`config.mk`:
```
export PLATFORM = sky130hd
export DESIGN_NAME = cob_queue
export DESIGN_NICKNAME = d
export VERILOG_FILES = /design/src/hdl/cob_pkg.sv /design/src/hdl/cob_queue.sv
export VERILOG_INCLUDE_DIRS = /design/src /design/src/hdl
export SDC_FILE = /design/constraint.sdc
export NUM_CORES = 1
export LEC_CHECK = 0
export BUFFER_PORTS_ARGS = -buffer_cell sky130_fd_sc_hd__buf_2
export CORE_MARGIN = 2
export CORE_UTILIZATION = 45
export CTS_BUF_LIST = sky130_fd_sc_hd__clkbuf_2 sky130_fd_sc_hd__clkbuf_4 sky130_fd_sc_hd__clkbuf_8
export CTS_CLUSTER_SIZE = 14
export DETAILED_ROUTE_END_ITERATION = 8
export PLACE_DENSITY = 0.76
export RECOVER_POWER = 50
export SLEW_MARGIN = 10
export SYNTH_ARGS = -nofsm -noshare
export SYNTH_HDL_FRONTEND = slang
export SYNTH_SLANG_ARGS = --single-unit
```
`constraint.sdc`:
```
create_clock -name clock -period 2.23 [get_ports clock]
set_clock_uncertainty 0.1 [all_clocks]
set_input_delay 0.446 -clock clock [delete_from_list [all_inputs] [get_ports clock]]
set_output_delay 0.446 -clock clock [all_outputs]
set_load 0.02 [all_outputs]
```
`src/hdl/cursor_overlay_blend_assert.svh`:
```
// assertion macros shared by the cursor overlay rtl
// no dependencies; compiled out when SYNTH is defined
`ifndef CURSOR_OVERLAY_BLEND_ASSERT_SVH
`define CURSOR_OVERLAY_BLEND_ASSERT_SVH

`ifndef SYNTH
`define COB_ASSERT(lbl, clk, rst, prop, msg) \
   lbl: assert property (@(posedge clk) disable iff (rst) prop) else $error(msg);
`define COB_ASSERT_ALWAYS(lbl, clk, prop, msg) \
   lbl: assert property (@(posedge clk) prop) else $error(msg);
`else
`define COB_ASSERT(lbl, clk, rst, prop, msg)
`define COB_ASSERT_ALWAYS(lbl, clk, prop, msg)
`endif

`endif

```
`src/hdl/cob_pkg.sv`:
```
// shared types and constants of the cursor overlay blend
// no dependencies
package cob_pkg;

   localparam int CURSOR_SIDE = 64;
   localparam int STORE_DEPTH = CURSOR_SIDE * CURSOR_SIDE;
   localparam int STORE_AW    = $clog2(STORE_DEPTH);
   localparam int SIDE_W      = $clog2(CURSOR_SIDE);

   // request tdata layout, lowest field first
   localparam int ADDR_LSB    = 0;
   localparam int WORD_LSB    = 12;
   localparam int COL_LSB     = 44;
   localparam int ROW_LSB     = 57;
   localparam int PIXIN_LSB   = 70;
   localparam int REQ_DATA_W  = 104;
   localparam int RSP_DATA_W  = 32;

   localparam int CSR_INDEX_W = 3;
   localparam int CSR_DATA_W  = 14;

   localparam logic [CSR_INDEX_W-1:0] CSR_LEFT    = 3'd0;
   localparam logic [CSR_INDEX_W-1:0] CSR_TOP     = 3'd1;
   localparam logic [CSR_INDEX_W-1:0] CSR_WIDTH   = 3'd2;
   localparam logic [CSR_INDEX_W-1:0] CSR_HEIGHT  = 3'd3;
   localparam logic [CSR_INDEX_W-1:0] CSR_COLOUR  = 3'd4;
   localparam logic [CSR_INDEX_W-1:0] CSR_ENABLE  = 3'd5;

   localparam logic CMD_LOAD  = 1'b0;
   localparam logic CMD_PIXEL = 1'b1;

   localparam int Q_DEPTH = 4;
   localparam int Q_AW    = 2;
   localparam int Q_CW    = 3;

   typedef struct packed {
      logic [13:0] left;
      logic [13:0] top;
      logic [6:0]  width;
      logic [6:0]  height;
      logic        colour;
      logic        enable;
   } cob_cfg_type;

   typedef struct packed {
      logic                kind;
      logic                load_ok;
      logic                hit;
      logic                colour;
      logic [STORE_AW-1:0] addr;
      logic [31:0]         data;
   } cob_item_type;

   typedef enum logic [1:0] {
      MODE_PASS,
      MODE_INVERT,
      MODE_REPLACE,
      MODE_BLEND
   } cob_mode_type;

endpackage

```
`src/hdl/cob_queue.sv`:
```
// short queue between the front and back parts
// depends on cob_pkg and cursor_overlay_blend_assert.svh
`include "cursor_overlay_blend_assert.svh"

module cob_queue (
   input  logic                  clock,
   input  logic                  reset,
   input  logic                  push_valid,
   output logic                  push_ready,
   input  cob_pkg::cob_item_type push_item,
   output logic                  pop_valid,
   input  logic                  pop,
   output cob_pkg::cob_item_type pop_item
);
   import cob_pkg::*;

   cob_item_type    entries [Q_DEPTH];
   logic [Q_AW-1:0] wr_ptr_ff;
   logic [Q_AW-1:0] wr_ptr_in;
   logic [Q_AW-1:0] rd_ptr_ff;
   logic [Q_AW-1:0] rd_ptr_in;
   logic [Q_CW-1:0] count_ff;
   logic [Q_CW-1:0] count_in;
   logic            do_push;
   logic            do_pop;

   assign push_ready = (count_ff != Q_CW'(Q_DEPTH));
   assign pop_valid  = (count_ff != '0);
   assign pop_item   = entries[rd_ptr_ff];
   assign do_push    = push_valid && push_ready;
   assign do_pop     = pop && pop_valid;

   always_comb begin
      wr_ptr_in = do_push ? wr_ptr_ff + 1'b1 : wr_ptr_ff;
      rd_ptr_in = do_pop ? rd_ptr_ff + 1'b1 : rd_ptr_ff;
      count_in  = count_ff;
      if (do_push && !do_pop) begin
         count_in = count_ff + 1'b1;
      end else if (do_pop && !do_push) begin
         count_in = count_ff - 1'b1;
      end
   end

   always_ff @(posedge clock) begin
      if (reset) begin
         wr_ptr_ff <= '0;
         rd_ptr_ff <= '0;
         count_ff  <= '0;
      end else begin
         wr_ptr_ff <= wr_ptr_in;
         rd_ptr_ff <= rd_ptr_in;
         count_ff  <= count_in;
      end
   end

   always_ff @(posedge clock) begin
      if (do_push) begin
         entries[wr_ptr_ff] <= push_item;
      end
   end

   `COB_ASSERT(a_queue_bound, clock, reset, count_ff <= Q_CW'(Q_DEPTH), "queue count beyond depth")
   `COB_ASSERT_ALWAYS(a_queue_reset, clock, $past(reset) |-> count_ff == '0, "queue not empty after reset")

endmodule

```
; Word-level counts from Yosys, hierarchy flattened
; Memory sizes are Yosys's and may differ from the RTL's. A register that Yosys moved wholly into a read port is not among the register bits.
; Cells that the tools add are included.
[word_totals]
romBits = 0
latch_bits = 0
mem_bits_rw = 192
mem_count = 1
output_inout_bits = 50
input_bits = 52
regBits = 7
elab_cells = 23
[mem_list]
columns = name, words, width, rd, rd_ports_with_merged_regs, wr, line
row1 = entries, 4, 48, 1, 1, 1, cob_queue.sv:17  ; cob_item_type entries [Q_DEPTH];
[op_classes]
div_mod_pow = 0
bitwise = 0
n_mul = 0
eq_ne = 1
n_lt_le_gt_ge = 0
n_addsub = 4
reduce_logical = 8
muxes = 6
shifts = 0
[ops]
columns = cell, count
row1 = 2-to-1 mux 3 bit, 2
row2 = "adder 2 x 1 -> 2 bit, second input constant", 2
row3 = logical AND 1 bit, 4
row4 = 2-to-1 mux 2 bit, 2
row5 = "adder 3 x 1 -> 3 bit, second input constant", 1
row6 = "!= test 3 bit, second input constant", 1
row7 = nonzero test 3 bit, 1
row8 = "subtractor 3 x 1 -> 3 bit, second input constant", 1
row9 = zero test 1 bit, 2
row10 = 2-to-1 mux 1 bit, 2
row11 = nonzero test 2 bit, 1

; Depth between registers and ports, before layout
[depth]
depth_word = 6
depth_mapped = 8

; Least setup slack after synthesis
; No wires, ideal clock.
[synth_path]
path_type = reg2reg
from = register count_ff[0]
to = memory entries[2][0] in the netlist's numbering, enable pin
setup_time_ns = 0.410
n_path_buf = 0
synth_period_minus_slack_ns = 2.462
arrival_time_ns = 1.951
stages_incl_launch_ff = 4
slack_ns = -0.232
path_cell_list = dfxtp_1 > nor2_1 > a21boi_2 > and2_1
[synth_between]
elab_chain_cells = 4
[synth_rtl]
columns = element, line
row1 = from (decl), cob_queue.sv:22  ; logic [Q_CW-1:0] count_ff;
row2 = from (signal assigned), cob_queue.sv:52  ; count_ff <= count_in;
row3 = != test 3 bit, cob_queue.sv:27  ; assign push_ready = (count_ff != Q_CW'(Q_DEPTH));
row4 = logical AND 1 bit, cob_queue.sv:30  ; assign do_push = push_valid && push_ready;
row5 = named net do_push, cob_queue.sv:24  ; logic do_push;
row6 = 2-to-1 mux 1 bit, cob_queue.sv:57  ; if (do_push) begin
row7 = 2-to-1 mux 1 bit (implied by the code), cob_queue.sv:58  ; entries[wr_ptr_ff] <= push_item;
row8 = to (decl), cob_queue.sv:17
; The timed path passes the listed nets, and every way through them passes these cells.

==> run_results.csv <==
group,metric,value,unit
outcome,status,"finished, violations left",
outcome,violations,"setup timing",
critical_path,crit_path_cell_trace,"buf_4, clkbuf_16, mux4_2, buf_2",
critical_path,arrival,1.89,ns
critical_path,r2r_setup_slack,-0.08,ns
cts,htreeDepth,1,
critical_path,cp_max_fo,5,
power_and_ir_drop,ir_drop,0.592,mV
synth,synth_cells,298,
global_routing,grt.total_usage,0.152,
min_path,hp-start,"push_item[22]",
routing,drc,0,
cts,clock_latency,0.53,ns
sta,setup_viol,49,
sta,fmax,410,MHz
global_routing,antenna_found_initial,0,
placement,io_buffers,101,
routing,wl,13200,um
placement,dp_slack,0.00543,ns
global_routing,grt_start_max_net_pins,49,
critical_path,crit_path_max_incr_delay,0.51,ns
critical_path,required,1.68,ns
routing,wl_per_cell,18.8,um
min_path,min_to,"entries[0][22]",
sta,tightest_slew,0.531,ns
sta,hold_violations,0,
floorplanning,start_util,0.463,
global_routing,grt-ovfl-total,0,
global_routing,grt_pass1_wl,20600,um
sta,final.min_clock_period,2.44,ns
job,cap_violations,0,
global_routing,grt_pass1_vias,3933,
sta,relSlewSlack,0.641,
layout,layout.nets,521,
floorplanning,pin_count,102,
layout,antennaDiodeCount,0,
layout,fin_area,9180,um^2
power_and_ir_drop,p_per_area,1150,nW/um^2
routing,drt_iter0_drc,172,
placement,gp_congestion,0.701,
cts,cts_root_buf,"clkbuf_8",
critical_path,r2r_cells,7,
floorplanning,die_h,132,um
critical_path,reg2reg_from,"count_ff[1]",
routing,drt_pass1_iterations,5,
sta,period_share,1.09,
critical_path,slowest_stage,"mux4_2",
synth,avgSynthCellArea,24.8,um^2
critical_path,r2r_end,"count_ff[2]",
floorplanning,fp-row-count,46,
placement,place_area,8290,um^2
synth,synth_area,7380,um^2
sta,rsz0062_at_grt,"yes",
routing,num_vias,3547,
synth,synth-seq-cells,201,
sta,fin_tns_setup,-8.56,ns
sta,maxSlewViolCount,0,
synth,synth_cell_types,23,
cts,path_clk_slew,0.06,ns
critical_path,path_class,"flop to primary output",
critical_path,cp-start-kind,"flop",
critical_path,endpoint_kind,"primary output",
synth,syn_nets,356,
floorplanning,die-area,17400,um^2
cts,cts_max_path_buffers,3,
min_path,min_path_cells,1,
cts,cts.sink_count,201,
power_and_ir_drop,p_leak,3.05,nW
layout,drive_gt1_frac,0.366,
floorplanning,core,15900,um^2
placement,dp_hpwl,7370,um
cts,cts_tree,"yes",
routing,routed_via_density,5.05,
cts,cts_made_buffers,31,
synth,ys_warn_count,0,
sta,final.setup.worst_slack,-0.209,ns
synth,ys_seq_area_frac,0.805,
layout,area_growth,24.3,%
floorplanning,die_w,132,um
routing,ant_nets,0,
min_path,hp-class,"primary input to flop",
[critical path: cells and delay by family, from the launching register on]
family | cells | cell delay [ns]
multiplexers | 1 | 0.51
buffers and inverters | 3 | 0.49
flip-flops | 1 | 0.37
[through the flow]
stage               utilization  total power [W]  std cells  hold slack (ns)
finish                    0.576           0.0106        702           0.0854
global route              0.576           0.0111        702           0.0767
CTS                       0.575           0.0106        700         0.000701
detailed placement        0.520          0.00759        618            0.432
global placement          0.520          0.00752        618            0.393
floorplan                     -          0.00668        298            0.382
[layout make-up]
class                      instances  area [um^2]
timing repair buffer             143          998
sequential                       201         5950
clock buffer                      46          546
tap                              216          270
clock inverter                    10         42.5
multi-input combinational         83         1360
inverter                           3         11.3
fill                            1226         6770
[layer usage]
metal  share of wire  global-route usage  routed length (um)
met1            0.43               0.195                5700
met2            0.50               0.261                6610
met3           0.053              0.0334                 701
met4           0.014              0.0471                 189
met5               0                   0                   0
[placed cells by master, fill, tap and decap left out, types with 5 or more instances in the layout]
cell type | netlist | layout
ha_1 | 5 | 5
buf_2 | 3 | 47
clkinv_1 | 0 | 6
clkbuf_8 | 0 | 32
buf_4 | 2 | 9
buf_6 | 3 | 5
buf_12 | 0 | 6
nor2_1 | 8 | 8
clkbuf_1 | 3 | 49
edfxtp_1 | 192 | 192
dlygate4sd3_1 | 0 | 23
clkbuf_4 | 0 | 14
mux4_2 | 48 | 48
dfxtp_1 | 9 | 6
[power by group]
part	total [W]	leakage [nW]	internal, W	switching (W)
Clock	0.00283	0.320	0.00155	0.00127
Sequential	0.00473	1.84	0.00459	0.000134
Combinational	0.00303	0.900	0.00142	0.00160
Total	0.0106	3.05	0.00757	0.00301
[state kept, by name, summed over array words and instances, names as in the netlist, named ones only]
name       count
wr_ptr_ff      2
count_ff       3
rd_ptr_ff      2
entries      192
[repair_timing]
action / 4_1_cts / 5_1_grt
setup buffers: 2 / 0
resized for setup: 5 / 12
cloned: 1 / 2
setup endpoints to repair: 49 / 49
hold endpoints to repair: 72 / 0
hold buffers: 23 / 0
[how the worst max path moves through the flow]
stage,end,slack [ns],depth (start not counted)
after detailed placement,count_ff[2],0.005,7
after global placement,count_ff[2],0.15,7
after floorplan,count_ff[2],0.11,8
after global routing,pop_item[46],-0.29,3
final,pop_item[11],-0.21,4
after CTS,pop_item[8],-0.25,4
[logic make-up (layout without fill, tap and decap cells)]
logic type | count (synthesis) | count (layout) | synth area share
flops | 201 | 201 | 0.805
mux | 51 | 51 | 0.151
simple gates | 17 | 17 | 0.0114
buf+inv | 14 | 202 | 0.0117
fa+ha+maj | 6 | 6 | 0.0112
compound gates | 5 | 5 | 0.00508
xor+xnor | 4 | 4 | 0.00474
[synthesized netlist by cell type]
library cell  instances  area (um^2)
buf_6                 3         33.8
or3_1                 2         12.5
mux2_2                1         11.3
and2_1                4         25.0
xor2_1                4         35.0
nor2_1                8         30.0
buf_4                 2         15.0
dfxtp_1               9          180
mux2i_1               2         20.0
clkbuf_1              3         11.3
ha_1                  5         62.6
o21ai_0               1         5.00
inv_1                 3         11.3
nand2b_1              2         12.5
edfxtp_1            192         5770
mux4_2               48         1080
o311ai_0              1         8.76
a21boi_2              1         11.3
nand2_1               1         3.75
a21oi_1               1         5.00
buf_2                 3         15.0
fa_1                  1         20.0
o31ai_1               1         7.51
Note: power is estimated with default switching activity, not from simulation.
