## src/hdl/cursor_overlay_blend_assert.svh

```systemverilog
// assertion macros shared by the cursor overlay rtl
// no dependencies; compiled out when SYNTH is defined
`ifndef CURSOR_OVERLAY_BLEND_ASSERT_SVH
`define CURSOR_OVERLAY_BLEND_ASSERT_SVH

`ifndef SYNTH
`define COB_ASSERT(lbl, clk, rst, prop, msg) \
   lbl: assert property (@(posedge clk) disable iff (rst) prop) else $error(msg);
`define COB_ASSERT_ALWAYS(lbl, clk, prop, msg) \
   lbl: assert property (@(posedge clk) prop) else $error(msg);
`else
`define COB_ASSERT(lbl, clk, rst, prop, msg)
`define COB_ASSERT_ALWAYS(lbl, clk, prop, msg)
`endif

`endif

```

## src/hdl/cob_pkg.sv

```systemverilog
// shared types and constants of the cursor overlay blend
// no dependencies
package cob_pkg;

   localparam int CURSOR_SIDE = 64;
   localparam int STORE_DEPTH = CURSOR_SIDE * CURSOR_SIDE;
   localparam int STORE_AW    = $clog2(STORE_DEPTH);
   localparam int SIDE_W      = $clog2(CURSOR_SIDE);

   // request tdata layout, lowest field first
   localparam int ADDR_LSB    = 0;
   localparam int WORD_LSB    = 12;
   localparam int COL_LSB     = 44;
   localparam int ROW_LSB     = 57;
   localparam int PIXIN_LSB   = 70;
   localparam int REQ_DATA_W  = 104;
   localparam int RSP_DATA_W  = 32;

   localparam int CSR_INDEX_W = 3;
   localparam int CSR_DATA_W  = 14;

   localparam logic [CSR_INDEX_W-1:0] CSR_LEFT    = 3'd0;
   localparam logic [CSR_INDEX_W-1:0] CSR_TOP     = 3'd1;
   localparam logic [CSR_INDEX_W-1:0] CSR_WIDTH   = 3'd2;
   localparam logic [CSR_INDEX_W-1:0] CSR_HEIGHT  = 3'd3;
   localparam logic [CSR_INDEX_W-1:0] CSR_COLOUR  = 3'd4;
   localparam logic [CSR_INDEX_W-1:0] CSR_ENABLE  = 3'd5;

   localparam logic CMD_LOAD  = 1'b0;
   localparam logic CMD_PIXEL = 1'b1;

   localparam int Q_DEPTH = 4;
   localparam int Q_AW    = 2;
   localparam int Q_CW    = 3;

   typedef struct packed {
      logic [13:0] left;
      logic [13:0] top;
      logic [6:0]  width;
      logic [6:0]  height;
      logic        colour;
      logic        enable;
   } cob_cfg_type;

   typedef struct packed {
      logic                kind;
      logic                load_ok;
      logic                hit;
      logic                colour;
      logic [STORE_AW-1:0] addr;
      logic [31:0]         data;
   } cob_item_type;

   typedef enum logic [1:0] {
      MODE_PASS,
      MODE_INVERT,
      MODE_REPLACE,
      MODE_BLEND
   } cob_mode_type;

endpackage

```

## src/hdl/cob_front.sv

```systemverilog
// front part: takes requests, tests the cursor rectangle, forms the store address
// depends on cob_pkg and cursor_overlay_blend_assert.svh
`include "cursor_overlay_blend_assert.svh"

module cob_front (
   input  logic                           clock,
   input  logic                           reset,
   input  logic                           in_valid,
   output logic                           in_ready,
   input  logic [cob_pkg::REQ_DATA_W-1:0] in_data,
   input  logic                           in_user,
   input  cob_pkg::cob_cfg_type           cfg,
   output logic                           out_valid,
   input  logic                           out_ready,
   output cob_pkg::cob_item_type          out_item
);
   import cob_pkg::*;

   logic               front_valid_ff;
   logic               front_valid_in;
   cob_item_type       item_ff;
   cob_item_type       item_in;
   logic [11:0]        image_addr;
   logic [31:0]        image_word;
   logic [12:0]        pixel_col;
   logic [12:0]        pixel_row;
   logic [31:0]        pixel_in;
   logic [14:0]        dx;
   logic [14:0]        dy;
   logic               inside_x;
   logic               inside_y;
   logic [STORE_AW-1:0] idx;
   logic               take;

   assign image_addr = in_data[ADDR_LSB +: 12];
   assign image_word = in_data[WORD_LSB +: 32];
   assign pixel_col  = in_data[COL_LSB +: 13];
   assign pixel_row  = in_data[ROW_LSB +: 13];
   assign pixel_in   = in_data[PIXIN_LSB +: 32];

   assign in_ready = !front_valid_ff || out_ready;
   assign take     = in_valid && in_ready;

   always_comb begin
      dx = {2'b00, pixel_col} - {cfg.left[13], cfg.left};
      dy = {2'b00, pixel_row} - {cfg.top[13], cfg.top};
      inside_x = !dx[14] && (dx[13:0] < 14'(cfg.width)) && (dx[13:0] < 14'(CURSOR_SIDE));
      inside_y = !dy[14] && (dy[13:0] < 14'(cfg.height)) && (dy[13:0] < 14'(CURSOR_SIDE));
      idx = STORE_AW'(dy[SIDE_W-1:0]) * STORE_AW'(CURSOR_SIDE) + STORE_AW'(dx[SIDE_W-1:0]);
      item_in.kind    = in_user;
      item_in.colour  = cfg.colour;
      item_in.load_ok = (32'(image_addr) < 32'(STORE_DEPTH));
      if (in_user == CMD_LOAD) begin
         item_in.hit  = 1'b0;
         item_in.addr = STORE_AW'(image_addr);
         item_in.data = image_word;
      end else begin
         item_in.hit  = cfg.enable && inside_x && inside_y;
         item_in.addr = idx;
         item_in.data = pixel_in;
      end
   end

   always_comb begin
      front_valid_in = front_valid_ff;
      if (take) begin
         front_valid_in = 1'b1;
      end else if (out_ready) begin
         front_valid_in = 1'b0;
      end
   end

   always_ff @(posedge clock) begin
      if (reset) begin
         front_valid_ff <= 1'b0;
      end else begin
         front_valid_ff <= front_valid_in;
      end
   end

   always_ff @(posedge clock) begin
      if (take) begin
         item_ff <= item_in;
      end
   end

   assign out_valid = front_valid_ff;
   assign out_item  = item_ff;

   `COB_ASSERT(a_front_inside_pixel, clock, reset,
               front_valid_ff && item_ff.hit |-> item_ff.kind == CMD_PIXEL,
               "load item marked inside cursor")

endmodule

```

## config.mk

```make
export PLATFORM = sky130hd
export DESIGN_NAME = cob_front
export DESIGN_NICKNAME = d
export VERILOG_FILES = /design/src/hdl/cob_pkg.sv /design/src/hdl/cob_front.sv
export VERILOG_INCLUDE_DIRS = /design/src /design/src/hdl
export SDC_FILE = /design/constraint.sdc
export NUM_CORES = 1
export LEC_CHECK = 0
export BUFFER_PORTS_ARGS = -buffer_cell sky130_fd_sc_hd__buf_4
export CAP_MARGIN = 20
export CORE_MARGIN = 10
export CORE_UTILIZATION = 27
export DETAILED_ROUTE_END_ITERATION = 10
export SLEW_MARGIN = 20
export SYNTH_ARGS = -nofsm -noshare
export SYNTH_HDL_FRONTEND = slang
export SYNTH_SLANG_ARGS = --single-unit
```

## constraint.sdc

```tcl
create_clock -name clock -period 3.5 [get_ports clock]
set_input_delay 0.175 -clock clock [delete_from_list [all_inputs] [get_ports clock]]
set_output_delay 0.175 -clock clock [all_outputs]
set_load 0.01 [all_outputs]
```

**Word level (Yosys, flattened, before mapping)**

Index checks and enable logic that the tools add are counted.

- Flip-flop bits (word level): 48
- Logic and storage cells: 28

- $add $sub $neg: 3
- Magnitude comparators: 4
- Multiplexer cells: 3
- Reductions and logical operators: 12

Operator list:

| cell | number |
|---|---|
| two-way mux 44 bit | 1 |
| subtractor 14 x 14 -> 15 bit | 2 |
| less-than comparator 14 x 7 -> 1 bit | 2 |
| less-than comparator 14 x 7 -> 1 bit (second input constant) | 2 |
| adder 12 x 6 -> 12 bit | 1 |
| logical AND 1 bit | 7 |
| zero test 1 bit | 3 |
| two-way mux 1 bit | 2 |
| nonzero test 2 bit | 1 |
| logical OR 1 bit | 1 |

**Longest topological paths before layout**

- Depth after elaboration: 6
- Depth in mapped cells: 18
- Gate-level depth less buffers: 18

**Worst setup path before layout**

OpenSTA, ideal clock, no wires.

- Path kind: input -> register
- Start point: input cfg[32] (netlist name)
- End point: register item_ff, in the netlist out_item[45] (data pin)
- Setup time: 0.170 ns
- Arrival: 3.385 ns
- Data required time: 3.330 ns
- Setup slack: -0.054 ns
- Stages on the path: 16
- Path buffers: 0
- Path through: inv_1 -> ha_1 -> nor2b_1 -> o31a_1 -> o31a_1 -> nor3_1 -> ha_1 -> nand2_1 -> o21ai_0 -> or3_1 -> nor4_1 -> nand4b_1 -> a2111oi_2 -> nor4b_2 -> nand3_1 -> nor4_2

- Longest elaborated chain between the ends: 6
- Elaborated cells on any way between the ends: 8
- Classes of those cells: add/sub (1); order compare (2); reduce/logical (5)

Ends and longest elaborated chain:

| element | line | text |
|---|---|---|
| start, declared | cob_front.sv:12 | `input cob_pkg::cob_cfg_type cfg,` |
| subtractor 14 x 14 -> 15 bit * | cob_front.sv:45 | `dx = {2'b00, pixel_col} - {cfg.left[13], cfg.left};` |
| less-than comparator 14 x 7 -> 1 bit / zero test 1 bit (equally long branches) | cob_front.sv:47 | `inside_x = !dx[14] && (dx[13:0] < 14'(cfg.width)) && (dx[13:0] < 14'(CURSOR_SIDE));` |
| logical AND 1 bit | cob_front.sv:47 |  |
| logical AND 1 bit * | cob_front.sv:47 |  |
| logical AND 1 bit * (2 in series) | cob_front.sv:58 | `item_in.hit = cfg.enable && inside_x && inside_y;` |
| end signal, assigned | cob_front.sv:83 | `item_ff <= item_in;` |
| end, declared | cob_front.sv:21 | `cob_item_type item_ff;` |

Mark *: on every way between the ends. The rest lies on a longest branch, timed or not.
A chain may end at the register's enable or synchronous reset.

**Worst setup path after layout**

- Start point: input in_data[57] (netlist name)
- End point: register item_ff, in the netlist out_item[45] (data pin)

- Longest elaborated chain between the ends: 5
- Elaborated cells on any way between the ends: 7
- Classes of those cells: add/sub (1); order compare (2); reduce/logical (4)

Ends and longest elaborated chain:

| element | line | text |
|---|---|---|
| start, declared | cob_front.sv:10 | `input logic [cob_pkg::REQ_DATA_W-1:0] in_data,` |
| subtractor 14 x 14 -> 15 bit * | cob_front.sv:46 | `dy = {2'b00, pixel_row} - {cfg.top[13], cfg.top};` |
| less-than comparator 14 x 7 -> 1 bit / zero test 1 bit (equally long branches) | cob_front.sv:48 | `inside_y = !dy[14] && (dy[13:0] < 14'(cfg.height)) && (dy[13:0] < 14'(CURSOR_SIDE));` |
| logical AND 1 bit | cob_front.sv:48 |  |
| logical AND 1 bit * | cob_front.sv:48 |  |
| logical AND 1 bit * | cob_front.sv:58 |  |

Marked as above.

==> summary.md <==
| Metric | Value |
|---|---|
| Total of max-cap violations | `0` |
| First-pass GRT wire length | `roughly 18 mm` |
| DRT Pass-1 Iters | `4` |
| Detailed Place HPWL | `about 10 mm` |
| Clock Skews | `a little under 9 ps` |
| Highest metal used | `met4` |
| Crit path time final | `3370 ps` |
| Layout area overhead | `59.1%` |
| H-tree depth | `2` |
| NetSw | `0.000524 W` |
| Clock Latency Late Sink | `roughly 290 ps` |
| First DRT Iteration DRCs | `around 110` |
| Global route overflow | `0` |
| DRC viols | `0` |
| Port bufs | `199` |
| Avg WL per Cell | `16.4 um` |
| Sequential share of the synthesized area | `0.400` |
| Clk pwr share | `0.319` |
| CTS buffer count | `5` |
| Top Ports | `between 200 and 250` |
| LEAKAGE | `2.68 nW` |
| Slew Viols, Final | `0` |
| Mapped Cells | `337` |
| Worst VDD drop | `185 uV` |
| Post-synthesis cell area | `0.00358 mm2` |
| PwrDens | `~350 mW/mm2` |
| Synth async-reset ratio | `0` |
| Vias in the first global route | `3,543` |
| Post-route insts no fill | `735` |
| Relative slew slack | `0.565` |
| Flop2flop setup slack | `2090 ps` |
| WP data required | `around 3600 ps` |
| Top FF cell, synth | `edfxtp_1` |
| M1 WL | `4.59 mm` |
| RSZ-0062 raised after global routing | `true` |
| Power Internal | `0.00146 W` |
| Root buffer cell | `clkbuf_16` |
| Die X-Extent | `135 um` |
| Finished Cell Area | `~0.0057 mm2` |
| Routed length on met2 | `6.28 mm` |
| Status | `finished clean` |
| Syn nets | `530` |
| Switching portion of total power | `0.264` |
| Crit path DAT | `3480 ps` |
| Reg power frac | `0.353` |
| Final ANT Viol Nets | `0` |
| CTS Sinks | `between 40 and 50` |
| Logic pwr share | `0.328` |
| CTS tree | `done` |
| Clock Tree Buf Depth | `2` |
| Final Wtd Congestion | `between 0.8 and 0.9` |
| Largest net degree at the start of global routing | `48` |
| Initial antenna violation count | `0` |
| Crit path launch | `in_data[57]` |
| # fillers | `1,298` |
| Setup crit end | `out_item[45]` |
| Final hold vios | `0` |
| Hold Crit Depth | `2` |
| Crit-path max FO | `2` |
| DR vias/cell | `4.54` |
| # placed instances | `just over 700` |
| Tot GR Track Use | `0.121` |
| CP Launch Type | `input port` |
| Synthesized area per cell | `about 11 um2` |
| Die area | `0.0183 mm2` |
| Hold buffers post-CTS | `0` |
| Core box area | `0.0131 mm2` |
| Slew @ Worst Pin | `653 ps` |
| F_max | `297 MHz` |
| Synth warnings | `0` |
| Die H | `135 um` |
| Met3 WL | `1.08 mm` |
| Yosys cell types | `46` |
| Multi-input gate area | `approximately 0.002 mm2` |
| Fin nets | `751` |
| Sequential cell area | `approximately 0.0014 mm2` |
| Routed Wire Length | `about 12 mm` |
| # setup viols final | `0` |
| CTS clk-pin slew, worst paths | `70 ps` |
| Share of layout cells above drive strength 1 | `0.515` |
| Reg-to-Reg Start | `out_valid` |
| R2R Path End | `out_item[35]` |
| Final worst path period share | `0.962` |
| Worst Setup End Kind | `register` |
| EDFF count, synth | `47` |
| Vias | `3,337` |
| Rows | `42` |
| Synth Register Bits | `between 40 and 50` |
| Antenna cells | `0` |
| Initial Util | `0.272` |
| Placed inst area | `roughly 0.0054 mm2` |
| Worst reg-to-reg path cell count | `2` |
| Worst Hold Class | `in2reg` |
| CP Class | `in2reg` |
## layout by cell type, fill, tap and decap left out, types with 4 or more instances in the layout
| master | netlist | final |
|---|---|---|
| nor2_1 | 20 | 20 |
| nand2_1 | 12 | 12 |
| o21ai_1 | 3 | 4 |
| nor2b_1 | 5 | 4 |
| inv_1 | 50 | 46 |
| xor2_1 | 7 | 7 |
| mux2i_1 | 4 | 4 |
| mux2_2 | 41 | 41 |
| nand3_1 | 8 | 8 |
| a21oi_1 | 14 | 13 |
| o21a_1 | 7 | 7 |
| xnor2_1 | 5 | 5 |
| buf_4 | 2 | 218 |
| ha_1 | 38 | 35 |
| clkbuf_16 | 0 | 5 |
| edfxtp_1 | 47 | 47 |
| nand4_1 | 4 | 4 |
| a21o_1 | 4 | 4 |
| nand2b_1 | 5 | 5 |
| o21ai_0 | 13 | 12 |
## power groups by stage
stage | sequential, W | clock (W) | combinational, W
after floorplan | 0.000735 | 0 | 0.000302
after global placement | 0.000713 | 0 | 0.000625
after detailed placement | 0.000714 | 0 | 0.000633
after CTS | 0.000702 | 0.000663 | 0.000644
after global routing | 0.000704 | 0.000678 | 0.000725
final | 0.000700 | 0.000633 | 0.000652
## critical path, stage by stage
cell and delay (ps):
buf_6 100, inv_4 50, ha_4 130, inv_2 40
fa_2 400, a21oi_2 170, o211ai_1 120, nor2_1 130
xnor2_1 160, ha_1 290, a22oi_2 150, nand2_1 60
or3_1 320, nor4_2 230, nand4b_1 160, a2111oi_2 200
nor4b_2 230, nand3_1 130, nor4_2 260
## sequential cells by signal, summed over array words and instances, names as in the netlist
name	cells
out_valid	1
out_item	47
## cell usage after synthesis, types with 2 or more instances
cell type  instances  area (um2)
nor2b_1            5        31.3
nand4_1            4        25.0
o2111ai_1          3        26.3
clkbuf_1           4        15.0
nor3_1             4        20.0
o21ai_0           13        65.1
nor2_1            20        75.1
nand2b_1           5        31.3
a21oi_1           14        70.1
nand3_1            8        40.0
nor4_1             2        12.5
o21ai_1            3        15.0
buf_4              2        15.0
o21a_1             7        52.6
o41ai_1            2        17.5
mux2_2            41         462
and2_1             3        18.8
ha_1              38         475
or3_1              2        12.5
a21boi_0           2        15.0
inv_1             50         188
xnor2_1            5        43.8
o211ai_1           3        22.5
o31a_1             3        26.3
edfxtp_1          47        1410
nand2_1           12        45.0
o22ai_1            2        12.5
a31oi_1            2        12.5
mux2i_1            4        40.0
fa_1               2        40.0
xor2_1             7        61.3
a21o_1             4        30.0
## routing by layer
metal	vias to the layer above	GRT usage
met3	8	0.0397
met2	120	0.225
met1	1543	0.131
li1	1666	-
met5	-	0
met4	0	0.0251
## through the flow
stage | total power, W | util | hold WS (ps) | setup slack (ps) | setup TNS, ps
after floorplan | 0.00104 | - | 244 | 19.6 | 0
after detailed placement | 0.00135 | 0.411 | 334 | -443 | -443
after global routing | 0.00211 | 0.433 | 13.0 | -148 | -148
after CTS | 0.00201 | 0.428 | 18.0 | 13.4 | 0
final | 0.00199 | 0.433 | 27.5 | 133 | 0
after global placement | 0.00134 | 0.411 | 333 | -262 | -262
## final cells by class
type	count	area share
Clock buffer	5	0.0220
Clock inverter	3	0.0121
Inverter	50	0.0338
Multi-Input combinational cell	233	0.351
Sequential cell	48	0.251
Tap cell	176	0.0387
Timing Repair Buffer	220	0.291
## cells by family (layout without fill, tap and decap cells)
| family | count (synthesis) | in the layout | synth area share |
|---|---|---|---|
| and+or+nand+nor | 69 | 69 | 0.100 |
| AOI/OAI and AO/OA | 66 | 66 | 0.124 |
| buffers and inverters | 56 | 278 | 0.0608 |
| DFF | 48 | 48 | 0.400 |
| muxes | 45 | 45 | 0.140 |
| adders and majority gates | 40 | 40 | 0.144 |
| xor gates and xnor gates | 12 | 12 | 0.0294 |
| other | 1 | 1 | 0.00105 |
## worst min-delay path by stage
stage | start | endpoint | slack (ps)
CTS | reset | out_valid | 20
finish | reset | out_valid | 30
detailed placement | reset | out_valid | 330
global placement | reset | out_valid | 330
global route | reset | out_valid | 10
floorplan | reset | out_valid | 240
## repair_timing
item / in CTS / in global routing
gates cloned: 0 / 0
endpoints found under the hold margin: 0 / 0
pin swaps: 7 / 22
buffers inserted: 1 / 2
endpoints found under the setup margin: 1 / 1
gates resized for setup: 4 / 16
No activity file was read; power rests on OpenSTA's default activity.
